$ cat config.mk
export PLATFORM = sky130hd
export DESIGN_NAME = energy_charge_accumulator
export DESIGN_NICKNAME = d
export VERILOG_FILES = /design/src/design/eca_pkg.sv /design/src/design/eca_mul.sv /design/src/design/energy_charge_accumulator.sv
export SDC_FILE = /design/constraint.sdc
export NUM_CORES = 2
export LEC_CHECK = 0
export BUFFER_PORTS_ARGS = -buffer_cell sky130_fd_sc_hd__buf_4
export CAP_MARGIN = 20
export CORE_UTILIZATION = 60
export CTS_CLUSTER_SIZE = 8
export DETAILED_ROUTE_END_ITERATION = 8
export PLACE_DENSITY = 0.74
export SYNTH_ARGS = -nofsm -noshare
export SYNTH_HDL_FRONTEND = slang
export SYNTH_HIERARCHICAL = 1
export SYNTH_SLANG_ARGS = --single-unit
$ cat constraint.sdc
create_clock -name clock -period 21.1 [get_ports clock]
set_input_delay 2.11 -clock clock [delete_from_list [all_inputs] [get_ports clock]]
set_output_delay 2.11 -clock clock [all_outputs]
set_load 0.005 [all_outputs]
$ cat src/design/eca_pkg.sv
package eca_pkg;

   localparam int MUL_W = 32;
   localparam int PROD_W = 2 * MUL_W;

   localparam int TIME_W = 32;
   localparam int GAP_W = 16;
   localparam int VOLT_W = 16;
   localparam int CUR_W = 14;
   localparam int ENERGY_W = 64;
   localparam int CHARGE_W = 48;
   localparam int SEC_W = 32;

   localparam int Q_W = CUR_W + GAP_W;
   localparam int E_W = VOLT_W + Q_W;

   // x / 1000 == (x * RECIP_1000) >> RECIP_SHIFT for every 32-bit x
   localparam logic [MUL_W-1:0] RECIP_1000 = 32'd274877907;
   localparam int RECIP_SHIFT = 38;

   localparam logic [15:0] MAX_GAP_RESET = 16'd1000;

   typedef enum logic [4:0] {
      ST_IDLE = 5'b00001,
      ST_Q    = 5'b00010,
      ST_E    = 5'b00100,
      ST_SEC  = 5'b01000,
      ST_UPD  = 5'b10000
   } state_type;

endpackage

$ cat src/design/eca_mul.sv
module eca_mul (
   input  logic                          clock,
   input  logic [eca_pkg::MUL_W-1:0]     op_a,
   input  logic [eca_pkg::MUL_W-1:0]     op_b,
   output logic [eca_pkg::PROD_W-1:0]    prod_ff
);
   import eca_pkg::*;

   logic [PROD_W-1:0] prod_in;

   assign prod_in = PROD_W'(op_a) * PROD_W'(op_b);

   always_ff @(posedge clock) begin
      prod_ff <= prod_in;
   end

endmodule

$ cat src/design/energy_charge_accumulator.sv
// Energy and charge accumulator for power-meter samples. Each transaction carries a
// millisecond timestamp, the output-enabled flag, bus voltage (mV) and current (mA).
// While enabled, the first sample opens a session; later samples whose wrapping gap
// is nonzero and below max_gap_ms add V*I*gap (nJ) and I*gap (uC) to saturating
// totals. A disabled sample closes the session and banks its whole seconds. One
// result transaction per sample. The result is registered at the end of four
// sequencer steps around a single shared 32x32 multiplier, which is used three
// times (I*gap, V*q, and elapsed time times the reciprocal of 1000). The last
// step waits while an earlier result is still stalled. The next sample is
// accepted in the idle cycle that follows. The result register frees the input
// side, so the next sample is taken while a result waits. max_gap_ms resets to
// 1000.
module energy_charge_accumulator (
   input  logic                            clock,
   input  logic                            reset,
   input  logic                            csr_wr_en,
   input  logic [15:0]                     csr_wr_data,
   input  logic                            req_valid,
   output logic                            req_stall,
   input  logic [eca_pkg::TIME_W-1:0]      req_timestamp_ms,
   input  logic                            req_output_enabled,
   input  logic [eca_pkg::VOLT_W-1:0]      req_voltage_mv,
   input  logic [eca_pkg::CUR_W-1:0]       req_current_ma,
   output logic                            rsp_valid,
   input  logic                            rsp_stall,
   output logic [eca_pkg::ENERGY_W-1:0]    rsp_energy_nj,
   output logic [eca_pkg::CHARGE_W-1:0]    rsp_charge_uc,
   output logic [eca_pkg::SEC_W-1:0]       rsp_output_seconds,
   output logic                            rsp_session_open
);
   import eca_pkg::*;

   state_type state_ff, state_in;

   logic [15:0]         max_gap_ff;
   logic [TIME_W-1:0]   t_ff;
   logic                en_ff;
   logic [VOLT_W-1:0]   v_ff;
   logic [CUR_W-1:0]    i_ff;
   logic [TIME_W-1:0]   gap_ff;
   logic [Q_W-1:0]      q_ff;
   logic [E_W-1:0]      e_ff;

   logic                active_ff, active_in;
   logic [TIME_W-1:0]   start_ff, start_in;
   logic [TIME_W-1:0]   last_ff, last_in;
   logic [ENERGY_W-1:0] energy_ff, energy_in;
   logic [CHARGE_W-1:0] charge_ff, charge_in;
   logic [SEC_W-1:0]    past_ff, past_in;

   logic                rsp_valid_ff;
   logic [ENERGY_W-1:0] rsp_energy_ff;
   logic [CHARGE_W-1:0] rsp_charge_ff;
   logic [SEC_W-1:0]    rsp_seconds_ff;
   logic                rsp_open_ff;

   logic [MUL_W-1:0]    mul_a, mul_b;
   logic [PROD_W-1:0]   prod_ff;

   logic                accept;
   logic                out_free;
   logic [TIME_W-1:0]   gap_now;
   logic [TIME_W-1:0]   elapsed;
   logic [SEC_W-1:0]    secs;
   logic [SEC_W:0]      sec_sum;
   logic [SEC_W-1:0]    sec_sat;
   logic                gap_ok;
   logic [ENERGY_W:0]   energy_sum;
   logic [CHARGE_W:0]   charge_sum;

   eca_mul u_mul (
      .clock   (clock),
      .op_a    (mul_a),
      .op_b    (mul_b),
      .prod_ff (prod_ff)
   );

   assign req_stall = (state_ff != ST_IDLE);
   assign accept    = req_valid && !req_stall;
   assign out_free  = !rsp_valid_ff || !rsp_stall;

   assign gap_now = t_ff - last_ff;
   assign elapsed = active_ff ? (t_ff - start_ff) : '0;

   always_comb begin
      mul_a = '0;
      mul_b = '0;
      unique case (state_ff)
         ST_Q: begin
            mul_a = MUL_W'(gap_now[GAP_W-1:0]);
            mul_b = MUL_W'(i_ff);
         end
         ST_E: begin
            mul_a = MUL_W'(prod_ff[Q_W-1:0]);
            mul_b = MUL_W'(v_ff);
         end
         ST_SEC, ST_UPD: begin
            mul_a = elapsed;
            mul_b = RECIP_1000;
         end
         default: begin
            mul_a = '0;
            mul_b = '0;
         end
      endcase
   end

   always_comb begin
      secs       = SEC_W'(prod_ff[PROD_W-1:RECIP_SHIFT]);
      sec_sum    = {1'b0, past_ff} + {1'b0, secs};
      sec_sat    = sec_sum[SEC_W] ? '1 : sec_sum[SEC_W-1:0];
      gap_ok     = active_ff && (gap_ff != '0) && (gap_ff < TIME_W'(max_gap_ff));
      energy_sum = {1'b0, energy_ff} + (ENERGY_W + 1)'(e_ff);
      charge_sum = {1'b0, charge_ff} + (CHARGE_W + 1)'(q_ff);

      active_in = active_ff;
      start_in  = start_ff;
      last_in   = last_ff;
      energy_in = energy_ff;
      charge_in = charge_ff;
      past_in   = past_ff;

      if (en_ff) begin
         if (!active_ff) begin
            active_in = 1'b1;
            start_in  = t_ff;
         end else if (gap_ok) begin
            energy_in = energy_sum[ENERGY_W] ? '1 : energy_sum[ENERGY_W-1:0];
            charge_in = charge_sum[CHARGE_W] ? '1 : charge_sum[CHARGE_W-1:0];
         end
         last_in = t_ff;
      end else begin
         if (active_ff) begin
            past_in   = sec_sat;
            active_in = 1'b0;
            start_in  = '0;
         end
         last_in = '0;
      end
   end

   always_comb begin
      state_in = state_ff;
      unique case (state_ff)
         ST_IDLE: if (accept) state_in = ST_Q;
         ST_Q:    state_in = ST_E;
         ST_E:    state_in = ST_SEC;
         ST_SEC:  state_in = ST_UPD;
         ST_UPD:  if (out_free) state_in = ST_IDLE;
         default: state_in = ST_IDLE;
      endcase
   end

   always_ff @(posedge clock) begin
      if (reset) begin
         state_ff     <= ST_IDLE;
         max_gap_ff   <= MAX_GAP_RESET;
         active_ff    <= 1'b0;
         start_ff     <= '0;
         last_ff      <= '0;
         energy_ff    <= '0;
         charge_ff    <= '0;
         past_ff      <= '0;
         rsp_valid_ff <= 1'b0;
      end else begin
         state_ff <= state_in;
         if (csr_wr_en) begin
            max_gap_ff <= csr_wr_data;
         end
         if (state_ff == ST_UPD && out_free) begin
            active_ff    <= active_in;
            start_ff     <= start_in;
            last_ff      <= last_in;
            energy_ff    <= energy_in;
            charge_ff    <= charge_in;
            past_ff      <= past_in;
            rsp_valid_ff <= 1'b1;
         end else if (rsp_valid_ff && !rsp_stall) begin
            rsp_valid_ff <= 1'b0;
         end
      end
   end

   always_ff @(posedge clock) begin
      if (accept) begin
         t_ff  <= req_timestamp_ms;
         en_ff <= req_output_enabled;
         v_ff  <= req_voltage_mv;
         i_ff  <= req_current_ma;
      end
      if (state_ff == ST_Q) begin
         gap_ff <= gap_now;
      end
      if (state_ff == ST_E) begin
         q_ff <= prod_ff[Q_W-1:0];
      end
      if (state_ff == ST_SEC) begin
         e_ff <= prod_ff[E_W-1:0];
      end
      if (state_ff == ST_UPD && out_free) begin
         rsp_energy_ff  <= energy_in;
         rsp_charge_ff  <= charge_in;
         rsp_seconds_ff <= active_ff ? sec_sat : past_ff;
         rsp_open_ff    <= active_in;
      end
   end

   assign rsp_valid          = rsp_valid_ff;
   assign rsp_energy_nj      = rsp_energy_ff;
   assign rsp_charge_uc      = rsp_charge_ff;
   assign rsp_output_seconds = rsp_seconds_ff;
   assign rsp_session_open   = rsp_open_ff;

endmodule

==> flow_summary.ini <==
[die]
floorplan.die.width_um = 333
die_y_um = 333
core.rowCount = 121
ioPinCount = 231
coreArea_um2 = 109000
die-area_um2 = 111000
floorplan.initialDensity_pct = 60.5

[worst_setup_path]
crit_slowest_cell = fa_1
timing.critical_path.fanout_max = 32
timing.critical_path.to_type = register
setup.worst_path.class = reg -> reg
timing.critical_path.mode_cell = fa_1
critical-path-top-delay-family = adder cells
path_buf_inv = 8
timing.critical_path.from_type = register
timing.critical_path.from = t_ff[0]
cp_data_required_time_ns = 21.61
critical-path-max-stage-delay_ns = 0.56
worst_r2r_startpoint = t_ff[0]
arrival_ns = 11.42

[logic_synthesis]
netlist-cell-type-count = 102
synth.yosys.seq_area_share_pct = 23.4
ys_ff_latch = 611
synthArstFlopShare_pct = 0
post_synth.cell_area_avg_um2 = 9.25
post_synth_instance_area_um2 = 65800
synth_cells = 7110
synth_edf_count = 316
synth_ff_type = edfxtp_1
ys.warnings.count = 6

[sta]
fmaxAchievable_mhz = 91.7
slew_viol_final = 0
setup_total_negative_slack_ns = 0
max_slew_margin_pct = 26.8
total_setup_violations_reported_at_the_end_of_the_flow = 0
worst_slew_pin_slew_ns = 1.09
post_route_setup_slack_ns = 10.19
setup_repair_after_global_routing_missed_its_margin = no
timing.final.crit_share_pct = 51.7
final.setup_skew_ns = 0.0241
report.final.hold_viol_count = 0
final.min_clock_period_ns = 10.91

[clock_tree]
cts_inserted_buffers = 86
cts_sinks = 611
post_cts_resize_count = 0
clkTransAtPathRegs_ns = 0.05
post_cts_buffers = 0
htreeDepth = 3
ctsRootBufferMaster = clkbuf_16
cts_hold_repair.buffers = 0
tritoncts = done
worst_skew_pair.late_latency_ns = 0.65
clock_tree.buffer_depth = 3

[detailed_routing]
vias_per_cell = 6.00
postRouteAntennaNets = 0
drc_errors = 0
drt-total-wl_mm = 198
drt_first_pass_iters = 6
wl_per_cell_um = 22.9
drt_iter0_drc = 4330
via_count = 51889

[final_layout]
layout_common_cells = 1,092 x inv_1, 901 x fa_1, 716 x nand2_1
layout.cells.most_common = inv_1
syn_to_final_growth_pct = 8.11
final_cells = 8649
design.final.nets = 8592
drive_above_1_share_pct = 7.19

[global_routing]
grt_util_met2_pct = 59.0
grt_start_max_net_pins = 100
first_global_vias = 52580
wire_length_of_the_first_global_routing_pass_mm = 304
grt_overflow_total = 0
met3_usage_pct = 5.99
grt_usage_pct = 35.8
antenna_found_initial = 8
gr_met1_demand_resource_pct = 46.4
busiest_layer = met2

[placed_design]
finalWeightedCongestion = 0.988
post-dp-hpwl_mm = 149
preCtsSetupSlack_ns = 10.38
io_buf_count = 230
number_of_cells_in_the_design_after_placement = 8491

[min_path]
hold_path_startpoint = u_mul/prod_ff[32]
min_path_type = reg -> reg

[outcome]
outcome = finished, final reports clean

[power_and_ir_drop]
vdd.ir_drop.worst_mv = 0.0503
power_density_nw_per_um2 = 40.2
leakagePower_nw = 32.0

[flow_run]
max_cap_violations = 0
## registers in the layout (all words and copies together) (netlist names), 46 cells and up
name,flops
energy_ff,64
charge_ff,48
u_mul/prod_ff,64
rsp_charge_uc,48
rsp_energy_nj,64
e_ff,46
## metrics by stage
step	power (mW)	instance area, um^2	util, %	hold WS (ns)
floorplan	1.47	66000	-	0.386
global placement	1.56	68600	63.1	0.391
detailed placement	1.56	68600	63.1	0.390
CTS	2.85	71100	65.4	0.400
global route	2.94	71100	65.4	0.413
finish	2.86	71100	65.4	0.400
## layout make-up
| type | instances | area (um^2) |
|---|---|---|
| fill | 9032 | 37600 |
| tap | 1414 | 1770 |
| timing repair buffer | 300 | 2260 |
| clock inverter | 8 | 100 |
| multi-input combinational | 5068 | 45000 |
| inverter | 1098 | 4130 |
| antenna | 2 | 5.00 |
| clock buffer | 148 | 2380 |
| sequential | 611 | 15400 |
## cell families (layout without fill, tap and decap cells)
logic type,after synthesis,count (layout),share of synthesized area [%]
other,1,62,0.00570
muxes,18,18,0.282
AOI/OAI and AO/OA,1254,1254,12.6
buffers and inverters,1490,1554,8.64
and+or+nand+nor,2173,2173,16.3
adders and majority gates,1343,1343,35.8
xor gates and xnor gates,220,220,2.93
DFF,611,611,23.4
## Yosys cell counts (all sizes together) (85+ instances only)
| master | number | area [um^2] |
|---|---|---|
| a211oi | 104 | 821 |
| a21o | 101 | 758 |
| a21oi | 338 | 1730 |
| and2 | 617 | 3860 |
| clkbuf | 346 | 1300 |
| dfxtp | 295 | 5910 |
| edfxtp | 316 | 9490 |
| fa | 901 | 18000 |
| ha | 442 | 5530 |
| inv | 1097 | 4120 |
| nand2 | 719 | 2700 |
| nand3 | 98 | 490 |
| nor2 | 384 | 1460 |
| nor3 | 85 | 430 |
| o21ai | 285 | 1440 |
| xnor2 | 143 | 1250 |
## power by group
group / total, mW / leakage [nW] / internal, mW / switching, mW
clock: 1.30 / 1.18 / 0.764 / 0.533
combinational: 0.267 / 25.6 / 0.0894 / 0.178
sequential: 1.29 / 5.24 / 1.27 / 0.0203
total: 2.86 / 32.0 / 2.12 / 0.731
## routing by layer
layer / vias to the layer above / part of all wire (%) / wire (um)
met1: 25726 / 39 / 77600
met4: 4 / 4.8 / 9600
met2: 2418 / 47 / 93900
li1: 23240 / - / -
met5: - / 0.014 / 27
met3: 501 / 8.6 / 17100
## worst paths after layout
kind	end	slack, ns	cells after the start
setup reg to reg	u_mul/prod_ff[53]	10.19	37
setup / recovery	u_mul/prod_ff[53]	10.19	37
hold / removal	e_ff[32]	0.40	0
hold reg to reg	e_ff[32]	0.40	0
(Power assumes the default switching activity.)
